**config.mk**
```make
export PLATFORM = sky130hd
export DESIGN_NAME = mips_main_control_decoder_flat
export DESIGN_NICKNAME = d
export VERILOG_FILES = /design/src/rtl/mmcd_pkg.sv /design/src/rtl/mmcd_if.sv /design/src/rtl/mmcd_decode.sv /design/src/rtl/mips_main_control_decoder.sv /design/src/flat_wrapper.sv
export VERILOG_INCLUDE_DIRS = /design/src /design/src/rtl
export SDC_FILE = /design/constraint.sdc
export NUM_CORES = 1
export LEC_CHECK = 0
export ABC_AREA = 0
export BUFFER_PORTS_ARGS = -buffer_cell sky130_fd_sc_hd__buf_2
export CORE_MARGIN = 3
export CORE_UTILIZATION = 51
export DETAILED_ROUTE_END_ITERATION = 12
export PLACE_DENSITY = 0.77
export SLEW_MARGIN = 10
export SYNTH_ARGS = -nofsm -noshare
export SYNTH_HDL_FRONTEND = slang
export SYNTH_HIERARCHICAL = 1
export SYNTH_SLANG_ARGS = --single-unit
```
**constraint.sdc**
```tcl
create_clock -name i_clk -period 2 [get_ports i_clk]
set_input_delay 0.1 -clock i_clk [delete_from_list [all_inputs] [get_ports i_clk]]
set_output_delay 0.1 -clock i_clk [all_outputs]
set_load 0.05 [all_outputs]
```
**src/rtl/mips_main_control_decoder_assert.svh**
```systemverilog
// Assertion macros shared by the decoder RTL.
// No dependencies; included by the files that carry concurrent assertions.
`ifndef MIPS_MAIN_CONTROL_DECODER_ASSERT_SVH
`define MIPS_MAIN_CONTROL_DECODER_ASSERT_SVH

// Property checked on every rising edge, suspended while reset is asserted.
`define MMCD_ASSERT(lbl, clk, rst_n, prop, msg) \
    lbl: assert property (@(posedge clk) disable iff (!(rst_n)) (prop)) else $error(msg);

// Property checked on every rising edge, reset cycles included.
`define MMCD_ASSERT_ALWAYS(lbl, clk, prop, msg) \
    lbl: assert property (@(posedge clk) (prop)) else $error(msg);

`endif

```
**src/rtl/mmcd_pkg.sv**
```systemverilog
// Shared types and encodings for the MIPS main control decoder.
// No dependencies; used by the interfaces, the decode logic and the top level.
package mmcd_pkg;

    localparam int OPC_W   = 6;
    localparam int FUNCT_W = 6;

    // Primary opcodes.
    localparam logic [OPC_W-1:0] OP_RTYPE = 6'h00;
    localparam logic [OPC_W-1:0] OP_J     = 6'h02;
    localparam logic [OPC_W-1:0] OP_JAL   = 6'h03;
    localparam logic [OPC_W-1:0] OP_BEQ   = 6'h04;
    localparam logic [OPC_W-1:0] OP_BNE   = 6'h05;
    localparam logic [OPC_W-1:0] OP_ADDIU = 6'h09;
    localparam logic [OPC_W-1:0] OP_SLTIU = 6'h0b;
    localparam logic [OPC_W-1:0] OP_ANDI  = 6'h0c;
    localparam logic [OPC_W-1:0] OP_ORI   = 6'h0d;
    localparam logic [OPC_W-1:0] OP_LUI   = 6'h0f;
    localparam logic [OPC_W-1:0] OP_LB    = 6'h20;
    localparam logic [OPC_W-1:0] OP_LW    = 6'h23;
    localparam logic [OPC_W-1:0] OP_SB    = 6'h28;
    localparam logic [OPC_W-1:0] OP_SW    = 6'h2b;

    // R-type function codes.
    localparam logic [FUNCT_W-1:0] FN_SLL  = 6'h00;
    localparam logic [FUNCT_W-1:0] FN_SRL  = 6'h02;
    localparam logic [FUNCT_W-1:0] FN_JR   = 6'h08;
    localparam logic [FUNCT_W-1:0] FN_ADDU = 6'h21;
    localparam logic [FUNCT_W-1:0] FN_AND  = 6'h24;
    localparam logic [FUNCT_W-1:0] FN_OR   = 6'h25;
    localparam logic [FUNCT_W-1:0] FN_NOR  = 6'h27;
    localparam logic [FUNCT_W-1:0] FN_SLTU = 6'h2b;

    typedef enum logic [1:0] {
        BR_NONE = 2'd0,
        BR_JUMP = 2'd1,
        BR_COND = 2'd2
    } t_branch;

    typedef enum logic [1:0] {
        EXT_ZERO = 2'd0,
        EXT_SIGN = 2'd1,
        EXT_NONE = 2'd2
    } t_ext;

    typedef enum logic [2:0] {
        ALU_ADD = 3'd0,
        ALU_SUB = 3'd1,
        ALU_AND = 3'd2,
        ALU_OR  = 3'd3,
        ALU_NOR = 3'd4,
        ALU_SLT = 3'd5,
        ALU_SHL = 3'd6,
        ALU_SHR = 3'd7
    } t_alu_op;

    // One decoded control word.
    typedef struct packed {
        t_branch branch_kind;
        t_ext    extend_mode;
        logic    reg_write;
        logic    link_to_r31;
        logic    alu_src_imm;
        logic    alu_src_shamt;
        logic    dest_is_rt;
        t_alu_op alu_op;
        logic    mem_read;
        logic    mem_write;
        logic    mem_byte;
        logic    write_from_memory;
    } t_ctrl;

endpackage

```
**src/rtl/mmcd_if.sv**
```systemverilog
// Valid/ready channel interfaces for the decoder's instruction input and control output.
// Depends on mmcd_pkg for the field widths.
interface mmcd_in_if;
    logic                        valid;
    logic                        ready;
    logic [mmcd_pkg::OPC_W-1:0]   opcode;
    logic [mmcd_pkg::FUNCT_W-1:0] function_code;

    modport source (output valid, output opcode, output function_code, input ready);
    modport sink   (input valid, input opcode, input function_code, output ready);
endinterface

interface mmcd_out_if;
    logic       valid;
    logic       ready;
    logic [1:0] branch_kind;
    logic [1:0] extend_mode;
    logic       reg_write;
    logic       link_to_r31;
    logic       alu_src_imm;
    logic       alu_src_shamt;
    logic       dest_is_rt;
    logic [2:0] alu_op;
    logic       mem_read;
    logic       mem_write;
    logic       mem_byte;
    logic       write_from_memory;

    modport source (
        output valid, output branch_kind, output extend_mode, output reg_write,
        output link_to_r31, output alu_src_imm, output alu_src_shamt, output dest_is_rt,
        output alu_op, output mem_read, output mem_write, output mem_byte,
        output write_from_memory, input ready
    );
    modport sink (
        input valid, input branch_kind, input extend_mode, input reg_write,
        input link_to_r31, input alu_src_imm, input alu_src_shamt, input dest_is_rt,
        input alu_op, input mem_read, input mem_write, input mem_byte,
        input write_from_memory, output ready
    );
endinterface

```
**src/rtl/mmcd_decode.sv**
```systemverilog
// Combinational opcode/function decode into one control word.
// Depends on mmcd_pkg for encodings and the control word type.
module mmcd_decode (
    input  logic [mmcd_pkg::OPC_W-1:0]   i_opcode,
    input  logic [mmcd_pkg::FUNCT_W-1:0] i_function_code,
    output mmcd_pkg::t_ctrl              o_ctrl
);
    import mmcd_pkg::*;

    t_ctrl c;

    always_comb begin
        c = '0;
        case (i_opcode)
            OP_J: begin
                c.branch_kind = BR_JUMP;
                c.extend_mode = EXT_NONE;
            end
            OP_JAL: begin
                c.branch_kind = BR_JUMP;
                c.extend_mode = EXT_NONE;
                c.reg_write   = 1'b1;
                c.link_to_r31 = 1'b1;
                c.alu_src_imm = 1'b1;
            end
            OP_BEQ, OP_BNE: begin
                c.branch_kind = BR_COND;
                c.alu_op      = ALU_SUB;
            end
            OP_RTYPE: begin
                if (i_function_code == FN_JR) begin
                    c.branch_kind = BR_JUMP;
                end else begin
                    c.reg_write   = 1'b1;
                    c.extend_mode = EXT_NONE;
                    case (i_function_code)
                        FN_ADDU: c.alu_op = ALU_ADD;
                        FN_AND:  c.alu_op = ALU_AND;
                        FN_NOR:  c.alu_op = ALU_NOR;
                        FN_OR:   c.alu_op = ALU_OR;
                        FN_SLTU: c.alu_op = ALU_SLT;
                        FN_SLL: begin
                            c.alu_op        = ALU_SHL;
                            c.alu_src_imm   = 1'b1;
                            c.alu_src_shamt = 1'b1;
                        end
                        FN_SRL: begin
                            c.alu_op        = ALU_SHR;
                            c.alu_src_imm   = 1'b1;
                            c.alu_src_shamt = 1'b1;
                        end
                        // Any other function code falls back to subtract.
                        default: c.alu_op = ALU_SUB;
                    endcase
                end
            end
            default: begin
                // Every remaining opcode is treated as I-type.
                c.alu_src_imm = 1'b1;
                c.dest_is_rt  = 1'b1;
                c.reg_write   = 1'b1;
                case (i_opcode)
                    OP_ADDIU: begin
                        c.alu_op      = ALU_ADD;
                        c.extend_mode = EXT_SIGN;
                    end
                    OP_ANDI:  c.alu_op = ALU_AND;
                    OP_LUI:   c.alu_op = ALU_SHL;
                    OP_ORI:   c.alu_op = ALU_OR;
                    OP_SLTIU: c.alu_op = ALU_SLT;
                    OP_LW: begin
                        c.mem_read          = 1'b1;
                        c.write_from_memory = 1'b1;
                    end
                    OP_LB: begin
                        c.mem_read          = 1'b1;
                        c.mem_byte          = 1'b1;
                        c.write_from_memory = 1'b1;
                    end
                    OP_SW: begin
                        c.mem_write = 1'b1;
                        c.reg_write = 1'b0;
                    end
                    OP_SB: begin
                        c.mem_write = 1'b1;
                        c.mem_byte  = 1'b1;
                        c.reg_write = 1'b0;
                    end
                    default: ;
                endcase
            end
        endcase
    end

    assign o_ctrl = c;

endmodule

```
**src/rtl/mips_main_control_decoder.sv**
```systemverilog
// MIPS main control decoder: instruction register, decode logic, control word register.
// An accepted item is registered in stage one, decoded, and registered in stage two, where it is offered on o_out.
// Throughput is one item per cycle while o_out.ready is high; each stage advances whenever its successor is free.
// Reset (synchronous, active low) empties both stages; the payload registers are not cleared.
// Depends on mmcd_pkg, mmcd_if.sv, mmcd_decode and mips_main_control_decoder_assert.svh.
module mips_main_control_decoder (
    input  logic           i_clk,
    input  logic           i_rst_n,
    mmcd_in_if.sink        i_in,
    mmcd_out_if.source     o_out
);
    import mmcd_pkg::*;

`include "mips_main_control_decoder_assert.svh"

    // Stage one holds the raw instruction fields of one item.
    logic                 r_s1_valid;
    logic [OPC_W-1:0]     r_s1_opcode;
    logic [FUNCT_W-1:0]   r_s1_funct;

    // Stage two holds the decoded control word that is offered downstream.
    logic                 r_s2_valid;
    t_ctrl                r_s2_ctrl;

    t_ctrl                n_s2_ctrl;
    logic                 s1_ready;
    logic                 s2_ready;
    logic                 in_fire;

    // A stage can take a new item when it is empty or when its own item leaves
    // in the same cycle. The chain lets a full pipeline keep moving each cycle while o_out.ready is high.
    assign s2_ready   = !r_s2_valid || o_out.ready;
    assign s1_ready   = !r_s1_valid || s2_ready;
    assign i_in.ready = s1_ready;
    assign in_fire    = i_in.valid && s1_ready;

    mmcd_decode u_decode (
        .i_opcode        (r_s1_opcode),
        .i_function_code (r_s1_funct),
        .o_ctrl          (n_s2_ctrl)
    );

    always_ff @(posedge i_clk) begin
        if (!i_rst_n) begin
            r_s1_valid <= 1'b0;
            r_s2_valid <= 1'b0;
        end else begin
            if (s1_ready) begin
                r_s1_valid <= i_in.valid;
            end
            if (s2_ready) begin
                r_s2_valid <= r_s1_valid;
            end
        end
    end

    // Payload registers load only when their stage advances, so a stalled
    // result holds its value.
    always_ff @(posedge i_clk) begin
        if (in_fire) begin
            r_s1_opcode <= i_in.opcode;
            r_s1_funct  <= i_in.function_code;
        end
        if (s2_ready && r_s1_valid) begin
            r_s2_ctrl <= n_s2_ctrl;
        end
    end

    assign o_out.valid             = r_s2_valid;
    assign o_out.branch_kind       = r_s2_ctrl.branch_kind;
    assign o_out.extend_mode       = r_s2_ctrl.extend_mode;
    assign o_out.reg_write         = r_s2_ctrl.reg_write;
    assign o_out.link_to_r31       = r_s2_ctrl.link_to_r31;
    assign o_out.alu_src_imm       = r_s2_ctrl.alu_src_imm;
    assign o_out.alu_src_shamt     = r_s2_ctrl.alu_src_shamt;
    assign o_out.dest_is_rt        = r_s2_ctrl.dest_is_rt;
    assign o_out.alu_op            = r_s2_ctrl.alu_op;
    assign o_out.mem_read          = r_s2_ctrl.mem_read;
    assign o_out.mem_write         = r_s2_ctrl.mem_write;
    assign o_out.mem_byte          = r_s2_ctrl.mem_byte;
    assign o_out.write_from_memory = r_s2_ctrl.write_from_memory;

    // An accepted item is always held in stage one on the next cycle.
    `MMCD_ASSERT(a_in_lands_s1, i_clk, i_rst_n, in_fire |=> r_s1_valid, "accepted item lost")
    // An item in stage one moves to stage two whenever stage two can take it.
    `MMCD_ASSERT(a_s1_to_s2, i_clk, i_rst_n, (r_s1_valid && s2_ready) |=> r_s2_valid, "stage one item dropped")
    // A store never also writes a register, and a link always writes r31.
    `MMCD_ASSERT(a_ctrl_consistent, i_clk, i_rst_n, r_s2_valid |-> (!(r_s2_ctrl.mem_write && r_s2_ctrl.reg_write) && (!r_s2_ctrl.link_to_r31 || (r_s2_ctrl.reg_write && r_s2_ctrl.branch_kind == BR_JUMP))), "inconsistent control word")
    // The unused branch code never appears on a valid result.
    `MMCD_ASSERT(a_branch_code, i_clk, i_rst_n, r_s2_valid |-> (r_s2_ctrl.branch_kind != 2'd3), "illegal branch kind")
    // Both stages are empty in the cycle after reset.
    `MMCD_ASSERT_ALWAYS(a_reset_empty, i_clk, !$past(i_rst_n) |-> (!r_s1_valid && !r_s2_valid), "pipeline not empty after reset")

endmodule

```
**src/flat_wrapper.sv**
```systemverilog
// flat-port wrapper written by rule: the top's interface ports become plain ports
module mips_main_control_decoder_flat import mmcd_pkg::*;
  (i_clk, i_rst_n, i_in_valid, i_in_opcode, i_in_function_code, i_in_ready, o_out_valid, o_out_branch_kind, o_out_extend_mode, o_out_reg_write, o_out_link_to_r31, o_out_alu_src_imm, o_out_alu_src_shamt, o_out_dest_is_rt, o_out_alu_op, o_out_mem_read, o_out_mem_write, o_out_mem_byte, o_out_write_from_memory, o_out_ready);
  mmcd_in_if i_in_i ();
  mmcd_out_if o_out_i ();
  input  logic i_clk;
  input  logic i_rst_n;
  input wire logic [$bits(i_in_i.valid)-1:0] i_in_valid;
  input wire logic [$bits(i_in_i.opcode)-1:0] i_in_opcode;
  input wire logic [$bits(i_in_i.function_code)-1:0] i_in_function_code;
  output wire logic [$bits(i_in_i.ready)-1:0] i_in_ready;
  output wire logic [$bits(o_out_i.valid)-1:0] o_out_valid;
  output wire logic [$bits(o_out_i.branch_kind)-1:0] o_out_branch_kind;
  output wire logic [$bits(o_out_i.extend_mode)-1:0] o_out_extend_mode;
  output wire logic [$bits(o_out_i.reg_write)-1:0] o_out_reg_write;
  output wire logic [$bits(o_out_i.link_to_r31)-1:0] o_out_link_to_r31;
  output wire logic [$bits(o_out_i.alu_src_imm)-1:0] o_out_alu_src_imm;
  output wire logic [$bits(o_out_i.alu_src_shamt)-1:0] o_out_alu_src_shamt;
  output wire logic [$bits(o_out_i.dest_is_rt)-1:0] o_out_dest_is_rt;
  output wire logic [$bits(o_out_i.alu_op)-1:0] o_out_alu_op;
  output wire logic [$bits(o_out_i.mem_read)-1:0] o_out_mem_read;
  output wire logic [$bits(o_out_i.mem_write)-1:0] o_out_mem_write;
  output wire logic [$bits(o_out_i.mem_byte)-1:0] o_out_mem_byte;
  output wire logic [$bits(o_out_i.write_from_memory)-1:0] o_out_write_from_memory;
  input wire logic [$bits(o_out_i.ready)-1:0] o_out_ready;
  assign i_in_i.valid = i_in_valid;
  assign i_in_i.opcode = i_in_opcode;
  assign i_in_i.function_code = i_in_function_code;
  assign i_in_ready = i_in_i.ready;
  assign o_out_valid = o_out_i.valid;
  assign o_out_branch_kind = o_out_i.branch_kind;
  assign o_out_extend_mode = o_out_i.extend_mode;
  assign o_out_reg_write = o_out_i.reg_write;
  assign o_out_link_to_r31 = o_out_i.link_to_r31;
  assign o_out_alu_src_imm = o_out_i.alu_src_imm;
  assign o_out_alu_src_shamt = o_out_i.alu_src_shamt;
  assign o_out_dest_is_rt = o_out_i.dest_is_rt;
  assign o_out_alu_op = o_out_i.alu_op;
  assign o_out_mem_read = o_out_i.mem_read;
  assign o_out_mem_write = o_out_i.mem_write;
  assign o_out_mem_byte = o_out_i.mem_byte;
  assign o_out_write_from_memory = o_out_i.write_from_memory;
  assign o_out_i.ready = o_out_ready;
  mips_main_control_decoder u_core (.i_clk(i_clk), .i_rst_n(i_rst_n), .i_in(i_in_i), .o_out(o_out_i));
endmodule
```
; Word level (Yosys, flattened, before mapping)
; Index checks and enable logic that the tools add are counted.
[totals]
ff_bits = 29
output_inout_bits = 18
wordCells = 72
[op_classes]
eq_ne = 20
mux = 19
bitwise_logic = 1
reduce_logical = 17
[op_table]
columns = op, count
row1 = $eq 6x6->1 const B, 9
row2 = $eq 6x4->1 const B, 6
row3 = $pmux 3 s7, 1
row4 = $eq 6x2->1 const B, 3
row5 = $reduce_or 2->1, 7
row6 = $eq 6x3->1 const B, 2
row7 = $logic_not 6->1, 2
row8 = $pmux 2 s3, 2
row9 = $pmux 3 s4, 1
row10 = $pmux 3 s3, 1
row11 = $mux 1, 8
row12 = $mux 3, 2
row13 = $reduce_or 5->1, 1
row14 = $mux 2, 2
row15 = $pmux 1 s3, 1
row16 = $reduce_or 3->1, 1
row17 = $logic_and 1x1->1, 2
row18 = $logic_not 1->1, 2
row19 = $logic_or 1x1->1, 2
row20 = $pmux 1 s2, 1
row21 = $not 1->1, 1

; Logic depth before layout (Yosys ltp)
[logic_depth]
depth_word = 5
ltp_mapped = 5

; Hierarchy
; The synthesis kept the hierarchy.
[modules_own_cells]
columns = module, instances, cells_each, area_each_um2, seq_area_each_um2
row1 = mips_main_control_decoder, 1, 37, 944.7, 880.8
row2 = mmcd_decode, 1, 56, 400.4, 0.0

; Worst setup path after synthesis
; OpenSTA, ideal clock, no wires.
[synth_path]
path_type = register to register
start = register u_core.r_s2_valid, in the netlist u_core/o_out.valid
end = register u_core.r_s2_ctrl, in the netlist u_core/o_out.alu_op[0], enable pin
setup_ns = 0.390
arrival_time_ns = 1.459
slack_ns = 0.150
stages_incl_launch_ff = 3
path_buffers = 0
period_less_slack_ns = 1.850
cell_sequence = dfxtp_1 nor2b_4 nor2b_1
[synth_between]
elab_chain_len = 3
[synth_rtl]
columns = item, line
row1 = start: declaration, mips_main_control_decoder.sv:22  ; logic r_s2_valid;
row2 = start signal: assignment, mips_main_control_decoder.sv:52  ; r_s2_valid <= r_s1_valid;
row3 = $logic_not 1->1, mips_main_control_decoder.sv:32  ; assign s2_ready = !r_s2_valid || o_out.ready;
row4 = $logic_or 1x1->1, mips_main_control_decoder.sv:32
row5 = $logic_and 1x1->1, mips_main_control_decoder.sv:64  ; if (s2_ready && r_s1_valid) begin
row6 = end signal: assignment, mips_main_control_decoder.sv:65  ; r_s2_ctrl <= n_s2_ctrl;
row7 = end: declaration, mips_main_control_decoder.sv:23  ; t_ctrl r_s2_ctrl;
; Every way passes these cells.
; A chain may end at the register's enable or synchronous reset.

==> summary.txt <==
cell family with most CP delay -> flip-flops
Gate Count Post-Synth -> 93
CORE AREA -> 0.00236 mm²
Post-Route WL -> 2580 µm
pin count of the biggest net entering global routing -> 17
diode count -> 0
PwrDens -> 743 mW/mm²
Final HPWL DP -> 1880 µm
WHS Endpoint -> u_core/r_s1_valid
Worst VDD drop -> 0.000628 V
DRC viols -> 0
Max stage delay on crit path -> 0.52 ns
Max Freq -> 0.604 GHz
clk_skew -> 0.00803 ns
CTS resizes -> 0
Final Cell Area -> 0.00173 mm²
wire per inst -> 14.7 µm
Slew HR -> 73.2%
R2R depth -> 4
maximum fanout along the worst path -> 7
clk buf depth -> 2
vias in the first global route -> 963
Critical Path Slowest Stage Cell -> edfxtp_1
Setup CP Type -> flop to flop
htree depth -> 2
number of I/O pins -> 34
crit path buf inv count -> 0
first-pass GRT wire length -> 4200 µm
Tmin final -> 1.66 ns
Area Overhead vs Synth -> 28.9%
worst skew pair latency -> 0.32 ns
number of routed nets with antenna violations -> 0
sequential share of the synthesized area -> 65.5%
Clk pin slew, worst setup/hold paths -> 0.09 ns
GR Util All Layers -> 17.4%
TritonCTS buffer count -> 5
vias per cell -> 5.65
die height -> 57.4 µm
Initial Util -> 57.0%
Rows -> 17
Worst EP required -> 2.06 ns
port bufs -> 33
WP data arrival -> 1.71 ns
flop2flop setup slack -> 0.34 ns
Slew Viols, Final -> 0
Design Power -> 1.29 mW
CTS sink count -> 30
Die Wd -> 57.4 µm
DR vias -> 989
reg2reg end -> u_core/o_out.alu_op[0]
startpoint types -> flop
TritonCTS clock tree -> yes
synthesized area per cell -> 14.5 µm²
DRT iter0 DRCs -> 39
Hold Crit Start -> i_in_valid
Yosys warning total -> 6
RSZ-0062 raised after global routing -> no
Clock Root Buffer -> clkbuf_4
Worst-Margin Slew -> 0.402 ns
max cap viols -> 0
flops & latches, synth -> 30
mapped cell area -> 0.00135 mm²
gpl congestion -> 0.853
Final period util -> 82.8%
setup total negative slack -> 0 ns
min-delay worst type -> input pin to flop
final number of setup-violating endpoints -> 0
status -> finished clean
total grt overflow -> 0
Worst setup EP type -> flop
layout cells sized above 1 -> 35.4%
Fin. Hold Viols -> 0
distinct cell type count after synthesis -> 34
r2r startpoint -> u_core/r_s1_funct[2]
initial antenna violation count -> 0
First-pass DRT Iterations -> 4
Nets -> 162
hold-critical path depth -> 3
Die Footprint -> 0.00329 mm²
Post-Syn Nets -> 109
dpl cell area -> 0.00154 mm²
crit path cell chain -> nor3_1, nand2_1, a21boi_0, o32ai_1
Pleak -> 0.641 nW
-- sequential cells by signal, summed over array words and instances, names as in the netlist --
register	count
u_core/o_out.alu_src_shamt	1
u_core/o_out.dest_is_rt	1
u_core/o_out.branch_kind	2
u_core/r_s1_opcode	6
u_core/o_out.alu_src_imm	1
u_core/o_out.write_from_memory	1
u_core/o_out.link_to_r31	1
u_core/o_out.extend_mode	2
u_core/o_out.reg_write	1
u_core/o_out.mem_write	1
u_core/o_out.alu_op	3
u_core/r_s1_funct	6
u_core/o_out.valid	1
u_core/o_out.mem_byte	1
u_core/o_out.mem_read	1
u_core/r_s1_valid	1
-- logic make-up (layout without fill, tap and decap cells) --
| kind of cell | after synthesis | after routing | synth area share (%) |
|---|---|---|---|
| xor+xnor | 1 | 1 | 0.651 |
| flops | 30 | 30 | 65.5 |
| compound gates | 17 | 17 | 10.4 |
| buf+inv | 7 | 61 | 2.88 |
| simple gates | 38 | 38 | 20.6 |
-- area by class of cell --
type,instances,area [µm²]
fillers,152,627
flip-flops and latches,30,881
clock inverters,1,5.00
well taps,28,35.0
repair buffers,49,318
inverters,4,15.0
clock buffers,7,55.1
multi-input cells,56,425
-- per-layer routing --
layer	wire length, µm	part of all wire [%]	GRT usage (%)	up-vias
li1	-	-	-	462
met3	171	6.6	4.98	5
met1	979	38	17.6	476
met5	0	0	0	-
met2	1370	53	31.0	46
met4	53	2.1	10.6	0
-- worst max-delay path by stage --
stage | from | endpoint | slack (ns) | cells past startpoint
floorplan | u_core/o_out.valid | u_core/o_out.alu_op[0] | 0.15 | 2
global placement | u_core/r_s1_funct[2] | u_core/o_out.alu_op[0] | 0.45 | 4
detailed placement | u_core/r_s1_opcode[2] | u_core/o_out.reg_write | 0.37 | 3
CTS | u_core/r_s1_opcode[3] | u_core/o_out.alu_op[2] | 0.38 | 3
global route | u_core/r_s1_funct[2] | u_core/o_out.alu_op[0] | 0.24 | 4
finish | u_core/r_s1_funct[2] | u_core/o_out.alu_op[0] | 0.34 | 4
-- repair_timing --
| action | in CTS | in global routing |
|---|---|---|
| hold buffers | 13 | 0 |
| endpoints found under the hold margin | 13 | 0 |
| buffers inserted | 0 | 0 |
-- worst reg2reg max path: stages, from the launching register on --
cell,delay (ns)
edfxtp_1,0.52
nor3_1,0.40
nand2_1,0.11
a21boi_0,0.25
o32ai_1,0.11
-- Yosys cell counts --
master,instances,area share (%)
nor2b_4,1,1.0
edfxtp_1,28,63
nor2_1,8,2.2
o32ai_2,1,1.2
xnor2_1,1,0.65
nand2b_1,6,2.8
nand4b_1,1,0.65
nor2b_1,1,0.47
nand3_2,2,1.5
a21oi_1,4,1.5
and4bb_2,1,0.93
inv_1,4,1.1
or2_1,1,0.47
buf_6,1,0.84
nand2_1,2,0.56
dfxtp_1,2,3.0
nand4_1,1,0.47
nor4_1,1,0.47
buf_2,1,0.37
o21a_1,3,1.7
and3_1,1,0.47
nor4_4,2,3.2
nor4bb_1,1,0.74
buf_4,1,0.56
a21boi_1,2,1.1
a2111oi_4,1,2.0
a31oi_1,2,0.93
nand3b_1,1,0.56
a21boi_0,1,0.56
nor3_1,5,1.9
nand3b_4,1,1.5
nand3_1,2,0.74
o21ai_1,2,0.74
o32ai_1,1,0.65
-- layout by cell type (no fill, tap or decap), drive strengths merged, types with 2 or more instances in the layout --
cell type,instances
a21boi,3
a21oi,4
a31oi,2
buf,36
clkbuf,7
dfxtp,2
dlygate4sd3,13
edfxtp,28
inv,4
nand2,2
nand2b,6
nand3,4
nand3b,2
nor2,8
nor2b,2
nor3,5
nor4,3
o21a,3
o21ai,2
o32ai,2
-- power breakdown --
| group | switching (mW) | internal (mW) |
|---|---|---|
| logic | 0.105 | 0.0651 |
| registers | 0.0353 | 0.720 |
| clock network | 0.192 | 0.170 |
-- metrics by stage --
stage               hold WS (ns)  instances  setup slack, ns  util (%)
floorplan                  0.199         93            0.150         -
global placement           0.278        154            0.448      65.4
detailed placement         0.278        154            0.373      65.4
CTS                       0.0232        175            0.378      73.4
global route              0.0331        175            0.241      73.4
finish                    0.0364        175            0.345      73.4
Power figures use the tool's default switching activity.
